File: src/hw/rtl/dnbp_pkg.sv
// shared types, constants and helpers of the disk nibble bit stream packer
package dnbp_pkg;

  // command codes of the input word
  localparam logic [1:0] CMD_DATA  = 2'd0;
  localparam logic [1:0] CMD_SYNC  = 2'd1;
  localparam logic [1:0] CMD_4AND4 = 2'd2;
  localparam logic [1:0] CMD_FLUSH = 2'd3;

  // longest sync run taken from one command
  localparam int MAX_SYNC_RUN = 32;

  // command queue between front and back
  localparam int QUEUE_DEPTH = 4;
  localparam int QPTR_W      = $clog2(QUEUE_DEPTH);
  localparam int QCNT_W      = $clog2(QUEUE_DEPTH + 1);

  // bits one command can append: a sync run or two bytes
  localparam int LEN_RAW = $clog2(MAX_SYNC_RUN * 10 + 1);
  localparam int LEN_W   = (LEN_RAW > 5) ? LEN_RAW : 5;

  // running bit total
  localparam int                 TOTAL_W   = 20;
  localparam logic [TOTAL_W-1:0] TOTAL_MAX = {TOTAL_W{1'b1}};

  // four-and-four masks
  localparam logic [7:0] ODD_MASK  = 8'b10101010;
  localparam logic [7:0] EVEN_MASK = 8'b01010101;

  // bits of the ten-bit sync word
  localparam int SYNC_WORD_BITS = 10;

  typedef enum logic [1:0] {
    OP_DATA  = 2'd0,
    OP_SYNC  = 2'd1,
    OP_FLUSH = 2'd2
  } op_kind_t;

  // one classified command
  typedef struct packed {
    op_kind_t         kind;
    logic [15:0]      bits;   // data bits, first bit in bit 15
    logic [LEN_W-1:0] len;    // number of stream bits to append
  } q_entry_t;

  typedef enum logic [1:0] {
    ST_IDLE = 2'b01,
    ST_RUN  = 2'b10
  } back_state_t;

  // eight sync stream bits starting at a phase of the ten-bit word
  function automatic logic [7:0] sync_window(input logic [3:0] phase);
    logic [7:0] w;
    case (phase)
      4'd0:    w = 8'hFF;
      4'd1:    w = 8'hFE;
      4'd2:    w = 8'hFC;
      4'd3:    w = 8'hF9;
      4'd4:    w = 8'hF3;
      4'd5:    w = 8'hE7;
      4'd6:    w = 8'hCF;
      4'd7:    w = 8'h9F;
      4'd8:    w = 8'h3F;
      4'd9:    w = 8'h7F;
      default: w = 8'hFF;
    endcase
    return w;
  endfunction

endpackage

File: src/hw/rtl/dnbp_in_if.sv
// input channel: one command word per handshake
interface dnbp_in_if;
  logic       valid;
  logic       ready;
  logic [1:0] cmd;
  logic [7:0] data_value;
  logic [5:0] sync_count;

  modport source (output valid, output cmd, output data_value, output sync_count,
                  input ready);
  modport sink   (input valid, input cmd, input data_value, input sync_count,
                  output ready);
endinterface

File: src/hw/rtl/dnbp_out_if.sv
// result channel: one packed track byte per handshake
interface dnbp_out_if;
  logic                        valid;
  logic                        ready;
  logic [7:0]                  packed_byte;
  logic [dnbp_pkg::TOTAL_W-1:0] bits_total;
  logic                        last_of_run;

  modport source (output valid, output packed_byte, output bits_total,
                  output last_of_run, input ready);
  modport sink   (input valid, input packed_byte, input bits_total,
                  input last_of_run, output ready);
endinterface

File: src/hw/rtl/dnbp_front.sv
// front end: accepts command words and classifies them into queue entries
module dnbp_front (
  dnbp_in_if.sink            in_word,
  input  logic               q_full,
  output logic               push,
  output dnbp_pkg::q_entry_t push_entry
);

  logic [5:0]                 cnt_c;
  logic [dnbp_pkg::LEN_W-1:0] cnt_ext;
  logic [7:0]                 enc_odd;
  logic [7:0]                 enc_even;
  logic                       accept;

  // take a word whenever the queue has room
  assign in_word.ready = !q_full;
  assign accept        = in_word.valid && !q_full;

  // clamp sync run and widen it; the classifier scales it by the word length (x8 + x2)
  assign cnt_c   = (in_word.sync_count > 6'(dnbp_pkg::MAX_SYNC_RUN)) ?
                   6'(dnbp_pkg::MAX_SYNC_RUN) : in_word.sync_count;
  assign cnt_ext = dnbp_pkg::LEN_W'(cnt_c);

  // four-and-four halves
  assign enc_odd  = ((in_word.data_value & dnbp_pkg::ODD_MASK) >> 1) | dnbp_pkg::ODD_MASK;
  assign enc_even = (in_word.data_value & dnbp_pkg::EVEN_MASK) | dnbp_pkg::ODD_MASK;

  // classify
  always_comb begin
    push_entry.kind = dnbp_pkg::OP_DATA;
    push_entry.bits = {in_word.data_value, 8'h00};
    push_entry.len  = dnbp_pkg::LEN_W'(8);
    push            = accept;
    case (in_word.cmd)
      dnbp_pkg::CMD_DATA: begin
        push_entry.kind = dnbp_pkg::OP_DATA;
      end
      dnbp_pkg::CMD_SYNC: begin
        push_entry.kind = dnbp_pkg::OP_SYNC;
        push_entry.len  = (cnt_ext << 3) + (cnt_ext << 1);
        // an empty sync run appends nothing
        push            = accept && (cnt_c != 6'd0);
      end
      dnbp_pkg::CMD_4AND4: begin
        push_entry.kind = dnbp_pkg::OP_DATA;
        push_entry.bits = {enc_odd, enc_even};
        push_entry.len  = dnbp_pkg::LEN_W'(16);
      end
      dnbp_pkg::CMD_FLUSH: begin
        push_entry.kind = dnbp_pkg::OP_FLUSH;
      end
      default: begin
        push_entry.kind = dnbp_pkg::OP_DATA;
      end
    endcase
  end

endmodule

File: src/hw/rtl/dnbp_queue.sv
// short command queue between front end and bit packer
module dnbp_queue (
  input  logic               clk,
  input  logic               rst_n,
  input  logic               push,
  input  dnbp_pkg::q_entry_t push_entry,
  output logic               full,
  input  logic               pop,
  output logic               head_valid,
  output dnbp_pkg::q_entry_t head
);

  dnbp_pkg::q_entry_t                entry_r [dnbp_pkg::QUEUE_DEPTH];
  logic [dnbp_pkg::QPTR_W-1:0]       wr_ptr_r, wr_ptr_nxt;
  logic [dnbp_pkg::QPTR_W-1:0]       rd_ptr_r, rd_ptr_nxt;
  logic [dnbp_pkg::QCNT_W-1:0]       count_r, count_nxt;

  assign full       = (count_r == dnbp_pkg::QCNT_W'(dnbp_pkg::QUEUE_DEPTH));
  assign head_valid = (count_r != '0);
  assign head       = entry_r[rd_ptr_r];

  // pointer and count update
  always_comb begin
    wr_ptr_nxt = wr_ptr_r;
    rd_ptr_nxt = rd_ptr_r;
    count_nxt  = count_r;
    if (push) begin
      wr_ptr_nxt = (wr_ptr_r == dnbp_pkg::QPTR_W'(dnbp_pkg::QUEUE_DEPTH - 1)) ?
                   '0 : wr_ptr_r + 1'b1;
    end
    if (pop) begin
      rd_ptr_nxt = (rd_ptr_r == dnbp_pkg::QPTR_W'(dnbp_pkg::QUEUE_DEPTH - 1)) ?
                   '0 : rd_ptr_r + 1'b1;
    end
    if (push && !pop) begin
      count_nxt = count_r + 1'b1;
    end else if (pop && !push) begin
      count_nxt = count_r - 1'b1;
    end
  end

  always_ff @(posedge clk) begin
    if (!rst_n) begin
      wr_ptr_r <= '0;
      rd_ptr_r <= '0;
      count_r  <= '0;
    end else begin
      wr_ptr_r <= wr_ptr_nxt;
      rd_ptr_r <= rd_ptr_nxt;
      count_r  <= count_nxt;
    end
  end

  // entry storage
  always_ff @(posedge clk) begin
    if (push) begin
      entry_r[wr_ptr_r] <= push_entry;
    end
  end

endmodule

File: src/hw/rtl/dnbp_back.sv
// back end: appends queued bits to the stream and emits one byte per cycle while the output is not stalled
module dnbp_back (
  input  logic               clk,
  input  logic               rst_n,
  input  logic               head_valid,
  input  dnbp_pkg::q_entry_t head,
  output logic               pop,
  dnbp_out_if.source         out_word
);

  localparam int LW = dnbp_pkg::LEN_W;
  localparam int TW = dnbp_pkg::TOTAL_W;

  dnbp_pkg::back_state_t state_r, state_nxt;

  // stream state
  logic [6:0]    partial_r, partial_nxt;
  logic [2:0]    fill_r, fill_nxt;
  logic [TW-1:0] total_r, total_nxt;

  // current source of bits
  logic              sync_r, sync_nxt;
  logic [15:0]       sreg_r, sreg_nxt;
  logic [3:0]        phase_r, phase_nxt;
  logic [LW-1:0]     rem_r, rem_nxt;

  // output register
  logic          out_valid_r, out_valid_nxt;
  logic [7:0]    byte_r, byte_nxt;
  logic [TW-1:0] obits_r, obits_nxt;
  logic          olast_r, olast_nxt;

  logic          adv;
  logic [7:0]    win;
  logic [14:0]   comb_run;
  logic [14:0]   comb_flush;
  logic [3:0]    k;
  logic [LW-1:0] rem_after;
  logic          last;
  logic [2:0]    tail;
  logic [4:0]    phase_sum;
  logic [3:0]    phase_adv;
  logic [15:0]   sreg_adv;
  logic [7:0]    win_adv;
  logic [7:0]    tail_bits;
  logic [TW:0]   sum_byte;
  logic [TW:0]   sum_end;
  logic [TW-1:0] total_byte;
  logic [TW-1:0] total_end;

  assign out_word.valid       = out_valid_r;
  assign out_word.packed_byte = byte_r;
  assign out_word.bits_total  = obits_r;
  assign out_word.last_of_run = olast_r;

  // output register can be loaded
  assign adv = !out_valid_r || out_word.ready;

  // next byte: pending bits followed by the source window
  assign win        = sync_r ? dnbp_pkg::sync_window(phase_r) : sreg_r[15:8];
  assign comb_run   = {partial_r, win} >> fill_r;
  assign comb_flush = {partial_r, 8'h00} >> fill_r;
  assign k          = 4'd8 - {1'b0, fill_r};

  // bits left in the source after this byte
  assign rem_after = rem_r - LW'(k);
  assign last      = (rem_after < LW'(8));
  assign tail      = rem_after[2:0];

  // advance the source by k bits
  assign phase_sum = {1'b0, phase_r} + {1'b0, k};
  assign phase_adv = (phase_sum >= 5'(dnbp_pkg::SYNC_WORD_BITS)) ?
                     4'(phase_sum - 5'(dnbp_pkg::SYNC_WORD_BITS)) : phase_sum[3:0];
  assign sreg_adv  = sreg_r << k;
  assign win_adv   = sync_r ? dnbp_pkg::sync_window(phase_adv) : sreg_adv[15:8];
  assign tail_bits = win_adv >> (4'd8 - {1'b0, tail});

  // saturating bit totals
  assign sum_byte   = {1'b0, total_r} + (TW+1)'(k);
  assign sum_end    = sum_byte + (TW+1)'(tail);
  assign total_byte = sum_byte[TW] ? dnbp_pkg::TOTAL_MAX : sum_byte[TW-1:0];
  assign total_end  = sum_end[TW]  ? dnbp_pkg::TOTAL_MAX : sum_end[TW-1:0];

  // sequencer
  always_comb begin
    state_nxt     = state_r;
    partial_nxt   = partial_r;
    fill_nxt      = fill_r;
    total_nxt     = total_r;
    sync_nxt      = sync_r;
    sreg_nxt      = sreg_r;
    phase_nxt     = phase_r;
    rem_nxt       = rem_r;
    out_valid_nxt = out_valid_r && !out_word.ready;
    byte_nxt      = byte_r;
    obits_nxt     = obits_r;
    olast_nxt     = olast_r;
    pop           = 1'b0;
    case (state_r)
      dnbp_pkg::ST_IDLE: begin
        if (head_valid) begin
          if (head.kind == dnbp_pkg::OP_FLUSH) begin
            // pending bits padded with zeros, state untouched
            if (adv) begin
              pop           = 1'b1;
              out_valid_nxt = 1'b1;
              byte_nxt      = comb_flush[7:0];
              obits_nxt     = total_r;
              olast_nxt     = 1'b1;
            end
          end else begin
            // load the source
            pop       = 1'b1;
            sync_nxt  = (head.kind == dnbp_pkg::OP_SYNC);
            sreg_nxt  = head.bits;
            phase_nxt = '0;
            rem_nxt   = head.len;
            state_nxt = dnbp_pkg::ST_RUN;
          end
        end
      end
      dnbp_pkg::ST_RUN: begin
        if (adv) begin
          out_valid_nxt = 1'b1;
          byte_nxt      = comb_run[7:0];
          obits_nxt     = total_byte;
          olast_nxt     = last;
          sreg_nxt      = sreg_adv;
          phase_nxt     = phase_adv;
          rem_nxt       = rem_after;
          if (last) begin
            // leftover bits become the pending partial byte
            partial_nxt = tail_bits[6:0];
            fill_nxt    = tail;
            total_nxt   = total_end;
            state_nxt   = dnbp_pkg::ST_IDLE;
          end else begin
            partial_nxt = '0;
            fill_nxt    = '0;
            total_nxt   = total_byte;
          end
        end
      end
      default: begin
        state_nxt = dnbp_pkg::ST_IDLE;
      end
    endcase
  end

  // control and stream state
  always_ff @(posedge clk) begin
    if (!rst_n) begin
      state_r     <= dnbp_pkg::ST_IDLE;
      partial_r   <= '0;
      fill_r      <= '0;
      total_r     <= '0;
      out_valid_r <= 1'b0;
    end else begin
      state_r     <= state_nxt;
      partial_r   <= partial_nxt;
      fill_r      <= fill_nxt;
      total_r     <= total_nxt;
      out_valid_r <= out_valid_nxt;
    end
  end

  // source and output payload
  always_ff @(posedge clk) begin
    sync_r  <= sync_nxt;
    sreg_r  <= sreg_nxt;
    phase_r <= phase_nxt;
    rem_r   <= rem_nxt;
    byte_r  <= byte_nxt;
    obits_r <= obits_nxt;
    olast_r <= olast_nxt;
  end

endmodule

File: src/hw/rtl/disk_nibble_bitstream_packer_unit.sv
// top level of the disk nibble bit stream packer
// Packs a disk-track bit stream, first bit in bit 7, into bytes. Command words
// (raw byte, sync run of ten-bit 0x3FC words, four-and-four byte, flush) enter
// a four-entry queue and are taken in while earlier commands are still being
// packed. The packer loads a command, then gives out one byte per cycle unless
// the output stalls: a raw byte gives one byte, a four-and-four byte two, a
// sync run of n words floor((pending + 10n) / 8) with n capped at 32, and a
// flush one. The single-byte-per-cycle packer sets the rate; each byte carries
// the saturating count of stream bits written so far, and the last byte of
// each command is flagged. A flush returns the pending bits padded with zeros
// and leaves the stream as it was; an empty sync run gives nothing.
module disk_nibble_bitstream_packer_unit (
  input  logic       clk,
  input  logic       rst_n,
  dnbp_in_if.sink    in_word,
  dnbp_out_if.source out_word
);

  logic               q_full;
  logic               push;
  dnbp_pkg::q_entry_t push_entry;
  logic               pop;
  logic               head_valid;
  dnbp_pkg::q_entry_t head;

  // accept and classify
  dnbp_front u_front (
    .in_word    (in_word),
    .q_full     (q_full),
    .push       (push),
    .push_entry (push_entry)
  );

  // command queue
  dnbp_queue u_queue (
    .clk        (clk),
    .rst_n      (rst_n),
    .push       (push),
    .push_entry (push_entry),
    .full       (q_full),
    .pop        (pop),
    .head_valid (head_valid),
    .head       (head)
  );

  // bit packer
  dnbp_back u_back (
    .clk        (clk),
    .rst_n      (rst_n),
    .head_valid (head_valid),
    .head       (head),
    .pop        (pop),
    .out_word   (out_word)
  );

`ifndef NO_ASSERTIONS
  // never write into a full queue
  a_no_overflow: assert property (@(posedge clk) disable iff (!rst_n)
    push |-> !q_full)
    else $error("command pushed into full queue");

  // never read an empty queue
  a_no_underflow: assert property (@(posedge clk) disable iff (!rst_n)
    pop |-> head_valid)
    else $error("command popped from empty queue");

  // a flush taken by the packer shows up as a final byte next cycle
  a_flush_out: assert property (@(posedge clk) disable iff (!rst_n)
    (pop && head.kind == dnbp_pkg::OP_FLUSH) |=> (out_word.valid && out_word.last_of_run))
    else $error("flush did not produce a final byte");
`endif

endmodule
File: src/flat_wrapper.sv
// flat-port wrapper written by rule: the top's interface ports become plain ports
module disk_nibble_bitstream_packer_unit_flat 
  (clk, rst_n, in_word_valid, in_word_cmd, in_word_data_value, in_word_sync_count, in_word_ready, out_word_valid, out_word_packed_byte, out_word_bits_total, out_word_last_of_run, out_word_ready);
  dnbp_in_if in_word_i ();
  dnbp_out_if out_word_i ();
  input  logic clk;
  input  logic rst_n;
  input wire logic [$bits(in_word_i.valid)-1:0] in_word_valid;
  input wire logic [$bits(in_word_i.cmd)-1:0] in_word_cmd;
  input wire logic [$bits(in_word_i.data_value)-1:0] in_word_data_value;
  input wire logic [$bits(in_word_i.sync_count)-1:0] in_word_sync_count;
  output wire logic [$bits(in_word_i.ready)-1:0] in_word_ready;
  output wire logic [$bits(out_word_i.valid)-1:0] out_word_valid;
  output wire logic [$bits(out_word_i.packed_byte)-1:0] out_word_packed_byte;
  output wire logic [$bits(out_word_i.bits_total)-1:0] out_word_bits_total;
  output wire logic [$bits(out_word_i.last_of_run)-1:0] out_word_last_of_run;
  input wire logic [$bits(out_word_i.ready)-1:0] out_word_ready;
  assign in_word_i.valid = in_word_valid;
  assign in_word_i.cmd = in_word_cmd;
  assign in_word_i.data_value = in_word_data_value;
  assign in_word_i.sync_count = in_word_sync_count;
  assign in_word_ready = in_word_i.ready;
  assign out_word_valid = out_word_i.valid;
  assign out_word_packed_byte = out_word_i.packed_byte;
  assign out_word_bits_total = out_word_i.bits_total;
  assign out_word_last_of_run = out_word_i.last_of_run;
  assign out_word_i.ready = out_word_ready;
  disk_nibble_bitstream_packer_unit u_core (.clk(clk), .rst_n(rst_n), .in_word(in_word_i), .out_word(out_word_i));
endmodule
File: config.mk
export PLATFORM = sky130hd
export DESIGN_NAME = disk_nibble_bitstream_packer_unit_flat
export DESIGN_NICKNAME = d
export VERILOG_FILES = /design/src/hw/rtl/dnbp_pkg.sv /design/src/hw/rtl/dnbp_in_if.sv /design/src/hw/rtl/dnbp_out_if.sv /design/src/hw/rtl/dnbp_front.sv /design/src/hw/rtl/dnbp_queue.sv /design/src/hw/rtl/dnbp_back.sv /design/src/hw/rtl/disk_nibble_bitstream_packer_unit.sv /design/src/flat_wrapper.sv
export SDC_FILE = /design/constraint.sdc
export NUM_CORES = 1
export LEC_CHECK = 0
export BUFFER_PORTS_ARGS = -buffer_cell sky130_fd_sc_hd__buf_2
export CORE_MARGIN = 1.5
export CORE_UTILIZATION = 50
export CTS_CLUSTER_DIAMETER = 120
export DETAILED_ROUTE_END_ITERATION = 12
export GPL_ROUTABILITY_DRIVEN = 0
export PLACE_DENSITY_LB_ADDON = 0.1
export SYNTH_ARGS = -nofsm -noshare
export SYNTH_HDL_FRONTEND = slang
export SYNTH_HIERARCHICAL = 1
export SYNTH_SLANG_ARGS = --single-unit
File: constraint.sdc
create_clock -name clk -period 9.16 [get_ports clk]
set_input_delay 1.832 -clock clk [delete_from_list [all_inputs] [get_ports clk]]
set_output_delay 1.832 -clock clk [all_outputs]
set_load 0.01 [all_outputs]
# After elaboration in Yosys (flattened, before gate mapping)
# Memories as Yosys holds them, arrays and structs flattened. A register that Yosys moved wholly into a read port is not among the register bits.
# Cells that the tools add are included.
[word_totals]
latch_bits = 0
memories = 3
output_inout_bits = 31
ramBits = 108
mem_bits_ro = 256
word_cells = 138
input_bits = 20
regBits = 99
[mem_list]
columns = ["memory", "words", "width", "rd", "rd_clocked_by_memory_dff", "wr", "line_no", "text"]
rows = [
  ["(name not given)", 16, 8, 1, 0, 0, "dnbp_pkg.sv:54", "case (phase)"],
  ["(name not given)", 16, 8, 1, 1, 0, "dnbp_pkg.sv:54", ""],
  ["u_core.u_queue.entry_r", 4, 27, 1, 1, 1, "dnbp_queue.sv:13", "dnbp_pkg::q_entry_t entry_r [dnbp_pkg::QUEUE_DEPTH];"],
]
[classes]
n_eq_ne = 16
n_div = 0
bitwise = 1
multipliers = 0
n_shift = 4
addsub = 12
magnitude_cmp = 3
muxes = 62
reduce_logical = 22
[op_table]
columns = ["operator", "n"]
rows = [
  ["20-bit 2-to-1 mux", 7],
  ["16-bit 2-to-1 mux", 4],
  ["8-bit 2-to-1 mux", 6],
  ["20-bit case mux with 2 select lines", 1],
  ["9-bit case mux with 2 select lines", 2],
  ["16-bit case mux with 2 select lines", 1],
  ["15-bit by 3-bit right shift with 8-bit output", 2],
  ["9-bit 2-to-1 mux", 3],
  ["20-bit by 4-bit adder with 21-bit output", 1],
  ["21-bit by 3-bit adder with 21-bit output", 1],
  ["4-bit 2-to-1 mux", 5],
  ["2-bit 2-to-1 mux", 8],
  ["8-bit case mux with 2 select lines", 1],
  ["16-bit by 4-bit << shifter with 16-bit output", 1],
  ["1-bit 2-to-1 mux", 14],
  ["2-bit == test (second input constant)", 6],
  ["2-bit inequality test (second input constant)", 5],
  ["9-bit by 7-bit adder with 9-bit output", 1],
  ["9-bit by 4-bit less-than comparator with 1-bit output (second input constant)", 1],
  ["3-bit 2-to-1 mux", 3],
  ["9-bit by 4-bit subtractor with 9-bit output", 1],
  ["4-bit case mux with 2 select lines", 1],
  ["4-bit AND reduction", 2],
  ["8-bit by 4-bit right shift with 7-bit output", 1],
  ["other kinds (28)", 42],
]

# Depth between registers and ports, before layout
[logic_depth]
ltp_word = 9
ltp_mapped = 25
mapped_depth_nobuf = 20

# Modules after synthesis
# Netlist, hierarchy kept.
[modules_own_cells]
columns = ["module", "n_inst", "area_per_inst_um2", "cells_each", "seq_area_each_um2"]
rows = [
  ["dnbp_back", 1, 7419.6, 868, 2592.5],
  ["dnbp_queue", 1, 4403.0, 185, 3423.3],
  ["dnbp_front", 1, 461.7, 66, 0.0],
]

# Worst setup path before layout
# OpenSTA, ideal clock, no wires.
[synth_path]
kind = "reg2reg"
start = "register u_core.u_back.fill_r[0]"
end = "register u_core.u_back.partial_r[0]"
setup_time_ns = 0.127
path_slack_ns = 3.870
path_stages_with_launch = 25
t_required_ns = 9.033
synth_period_minus_slack_ns = 5.290
path_buffers = 5
arrival_ns = 5.163
path_cell_list = "dfxtp_1 > clkbuf_1 > inv_2 > clkbuf_1 > ha_1 > buf_2 > buf_2 > inv_1 > fa_1 > nor2b_1 > nor2_1 > inv_1 > ha_1 > a21bo_2 > a21oi_1 > a32oi_1 > buf_2 > xnor2_1 > ha_1 > nand2_1 > o32ai_1 > nor2_1 > a21oi_1 > a2111oi_0 > or3_1"
[synth_via]
elab_chain_cells = 8
word_cells_on_any_way = 13
classes_between = "5 x add/sub; 2 x order compare; 2 x shift; 3 x mux; 1 x memory"
[synth_rtl]
columns = ["item", "line_no", "text"]
rows = [
  ["from (decl)", "dnbp_back.sv:18", "logic [2:0] fill_r, fill_nxt;"],
  ["from (signal assigned)", "dnbp_back.sv:161", "fill_r <= fill_nxt;"],
  ["4-bit by 3-bit subtractor with 4-bit output (*)", "dnbp_back.sv:63", "assign k = 4'd8 - {1'b0, fill_r};"],
  ["4-bit by 4-bit adder with 5-bit output", "dnbp_back.sv:71", "assign phase_sum = {1'b0, phase_r} + {1'b0, k};"],
  ["4-bit subtractor or 5-bit by 4-bit greater-or-equal comparator with 1-bit output (tied branches)", "dnbp_back.sv:73, dnbp_back.sv:72", ""],
  ["4-bit 2-to-1 mux", "dnbp_back.sv:72", "assign phase_adv = (phase_sum >= 5'(dnbp_pkg::SYNC_WORD_BITS)) ?"],
  ["memory read 16 x 8 bit", "--", ""],
  ["8-bit 2-to-1 mux", "dnbp_back.sv:75", "assign win_adv = sync_r ? dnbp_pkg::sync_window(phase_adv) : sreg_adv[15:8];"],
  ["8-bit by 4-bit right shift with 7-bit output", "dnbp_back.sv:76", "assign tail_bits = win_adv >> (4'd8 - {1'b0, tail});"],
  ["7-bit 2-to-1 mux (*)", "dnbp_back.sv:131", "if (last) begin"],
  ["to (signal assigned)", "dnbp_back.sv:160", "partial_r <= partial_nxt;"],
  ["to (decl)", "dnbp_back.sv:17", "logic [6:0] partial_r, partial_nxt;"],
]
# Mark *: on every way between the ends. The rest lies on a longest branch, timed or not.
# A chain may end at the register's enable or synchronous reset.

# Worst setup path after layout
[layout_path]
start = "register u_core.u_back.fill_r[1]"
end = "register u_core.u_back.partial_r[0]"
# Same word-level chain as after synthesis.

==> flow_summary.yaml <==
power:
  irDropWorstVdd_v: 0.0001453
  combPwrFrac_pct: 39.1
  power.share.clock_pct: 23.3
  cellPowerDensity_nw_per_um2: 292.7
  p_int_mw: 2.509
  net-switching-power_mw: 1.441
  sequentialPowerShare_pct: 37.7
  leakagePower_nw: 4.877
  p_total_mw: 3.950
  switching_share_pct: 36.48
critical_path:
  endpoint_kind: "flop"
  critPathLaunchType: "flop"
  r2r_cells: 19
  path_cells: "inv_1 > ha_1 > inv_1 > fa_1 > nor2b_1 > nor2_1 > inv_1 > ha_1 > a21bo_2 > a21oi_1 > a32oi_1 > xnor2_1 > ha_1 > nand2_1 > o32ai_1 > nor2_1 > a21oi_1 > a2111oi_0 > or3_1"
  crit_required_ns: 9.57
  worstPathMaxFanout: 22
  worst-setup-path-type: "reg2reg"
  reg2reg_from: "u_core/u_back/fill_r[1]"
  slowest_delay_ns: 0.97
  ff2ff_setup_slack_ns: 2.44
  cp_slowest_cell: "ha_1"
  timing.rr.end: "u_core/u_back/partial_r[0]"
  worstPathArrival_ns: 7.13
grt:
  grt_overflow: 0
  grt_pass1_wl_um: 44790
  antenna_found_initial: 0
  grt_max_degree: 44
  track_usage_pct: 21.87
  grt_pass1_vias: 8352
hold_path:
  worstHoldStart: "u_core/u_back/total_r[2]"
  min_to: "u_core/u_back/total_r[2]"
  hold_class: "reg2reg"
  holdPathStages: 1
synth:
  synth_top_cell_by_area: "edfxtp_1"
  ys_seq_elements: 217
  avgSynthCellArea_sq_um: 10.98
  synth_cells: 1119
  synth_top_area_share_pct: 40.82
  synth_edf_count: 167
  synth_xor_area_share_pct: 1.996
  synthMuxAreaShare_pct: 11.15
  synthSimpleGateAreaFrac_pct: 15.02
  synth_cell_type_count: 91
  synth_fa_ha_area_share_pct: 4.645
  synthesis.area_sq_um: 12280
  synth_compound_gate_area_share_pct: 14.15
  synth_warnings: 6
  yosysSeqAreaShare_pct: 48.97
  syn_nets: 1181
  synth_top_family_by_area: "simple AND/OR/NAND/NOR gates"
  synth_flop_cell: "edfxtp_1"
  ys_async_sr_fraction_pct: 0
  synth.area.top_cells: "edfxtp_1 41%, dfxtp_1 8.1%, mux4_2 4.4%"
clocking:
  clock_latency_ns: 0.53
  cts_tree: "yes"
  clk_pin_slew_ns: 0.06
  cts_resized: 0
  htreeDepth: 1
  clock_sinks: 217
  cts_made_buffers: 24
  hold_buffers: 0
  cts_root_buf: "clkbuf_16"
  cts.path.max_buffers: 3
  cts_setup_buffers: 0
sta:
  post-route-period-util_pct: 73.39
  slew_violations: 0
  tns_ns: 0
  fin_worst_skew_ns: 0.01192
  max_freq_ghz: 0.1487
  setup_ws_ns: 2.437
  hold_violations: 0
  maxSlewHeadroom_pct: 33.12
  worstMarginPinSlew_ns: 1.003
  finalSetupViolCount: 0
  grt_setup_unrepaired: "false"
  period_needed_ns: 6.723
placement:
  post-place-ws_ns: 2.576
  dp_hpwl_um: 19050
  postPlaceCellArea_sq_um: 12740
  numPortBuffers: 50
die:
  rows: 57
  die_height_um: 159.7
  core_sq_um: 24250
  start_util_pct: 50.66
  die_area_sq_um: 25520
  die_x_um: 159.7
  io_pins: 51
route:
  num_vias: 8819
  finalWirelength_um: 27790
  route.detailed.drc: 0
  wl_per_cell_um: 18.66
  drt_pass1_iterations: 5
  ant_nets: 0
  drt_iter0_drc: 679
  via_per_inst: 5.923
layout:
  final_cell_mix: "167 x edfxtp_1, 99 x nand2_1, 97 x nor2_1"
  final_common_cell: "edfxtp_1"
  stdcell_area_sq_um: 13490
  area_delta_synth_final_pct: 9.849
  antenna_cells: 0
  fin_nets: 1209
  fillers: 2155
  drive_above_1_share_pct: 15.36
run_status:
  status: "complete, no violations"
job:
  maxCapViolCount: 0
cell type report:
| class | instances | area, sq um | area share, % |
|---|---|---|---|
| Sequential cell | 217 | 6017 | 44.59 |
| Multi-Input combinational cell | 790 | 5783 | 42.86 |
| Clock buffer | 32 | 650.6 | 4.822 |
| Tap cell | 324 | 405.4 | 3.004 |
| Timing Repair Buffer | 61 | 332.8 | 2.466 |
| Inverter | 53 | 198.9 | 1.474 |
| Clock inverter | 12 | 106.4 | 0.7881 |
registers in the layout, summed over array words and instances, names as in the netlist, 2 cells and up, named ones only:
register / cells
u_core/u_back/fill_r: 3
u_core/u_back/out_word.bits_total: 20
u_core/u_back/out_word.packed_byte: 8
u_core/u_back/partial_r: 7
u_core/u_back/phase_r: 4
u_core/u_back/rem_r: 9
u_core/u_back/sreg_r: 16
u_core/u_back/state_r: 2
u_core/u_back/total_r: 20
u_core/u_queue/count_r: 3
u_core/u_queue/entry_r: 108
u_core/u_queue/rd_ptr_r: 2
u_core/u_queue/wr_ptr_r: 2
stage by stage:
step                      hold slack [ns]  utilization (%)  instances
final                              0.5000            55.65       1489
after global routing               0.5346            55.65       1489
after CTS                          0.5043            55.65       1489
after detailed placement           0.4842            52.53       1445
after global placement             0.4797            52.53       1445
after floorplan                    0.4560                -       1119
cell families after synthesis:
| group | count (synthesis) |
|---|---|
| adder cells (fa/ha/maj) | 42 |
| buffers and inverters | 112 |
| multiplexers | 92 |
| XOR/XNOR | 28 |
| other | 1 |
| AND/OR/NAND/NOR | 369 |
| AO/OA/AOI/OAI | 258 |
| flip-flops | 217 |
power groups by stage:
stage          clock network, mW  registers [mW]  logic, mW
2_1_floorplan                  0            1.50       1.13
3_3_place_gp                   0            1.50       1.52
3_5_place_dp                   0            1.51       1.53
4_1_cts                    0.943            1.49       1.54
5_1_grt                    0.980            1.51       1.70
6_report                   0.919            1.49       1.54
synth_stat cells (all sizes together) (9+ instances only):
master    n
nor2b    32
mux4     31
xor2     11
a21o     10
o21ai    53
dfxtp    50
edfxtp  167
a21oi    55
buf      24
a22o     10
or2      11
mux2     28
inv      51
or3      10
clkbuf   35
nand2    99
ha       36
and3     15
nand3    31
o22ai    12
mux2i    33
and2     18
a22oi     9
nor2    100
a31oi    25
a211oi   12
nor3     15
xnor2    17
worst max-delay path by stage:
stage	depth (start not counted)	endpoint	from	slack (ns)
floorplan	24	u_core/u_back/partial_r[0]	u_core/u_back/fill_r[0]	3.87
global placement	19	u_core/u_back/partial_r[0]	u_core/u_back/fill_r[1]	2.77
detailed placement	19	u_core/u_back/partial_r[0]	u_core/u_back/fill_r[1]	2.58
CTS	19	u_core/u_back/partial_r[0]	u_core/u_back/fill_r[1]	2.55
global route	19	u_core/u_back/partial_r[0]	u_core/u_back/fill_r[1]	1.91
finish	19	u_core/u_back/partial_r[0]	u_core/u_back/fill_r[1]	2.44
layer usage:
| metal | global-route usage [%] | share of wire, % | vias up |
|---|---|---|---|
| li1 | - | - | 4271 |
| met1 | 31.27 | 46 | 4262 |
| met2 | 36.01 | 47 | 255 |
| met3 | 2.390 | 5.2 | 31 |
| met4 | 5.017 | 1.7 | 0 |
| met5 | 0 | 0 | - |
critical path, delay by kind of cell (launching register included):
family | cells | cell delay, ns
buffers and inverters | 3 | 0.67
adder cells (fa/ha/maj) | 4 | 2.11
flip-flops | 1 | 0.71
AND/OR/NAND/NOR | 5 | 0.97
XOR/XNOR | 1 | 0.21
AO/OA/AOI/OAI | 6 | 1.92
Power figures use the tool's default switching activity.
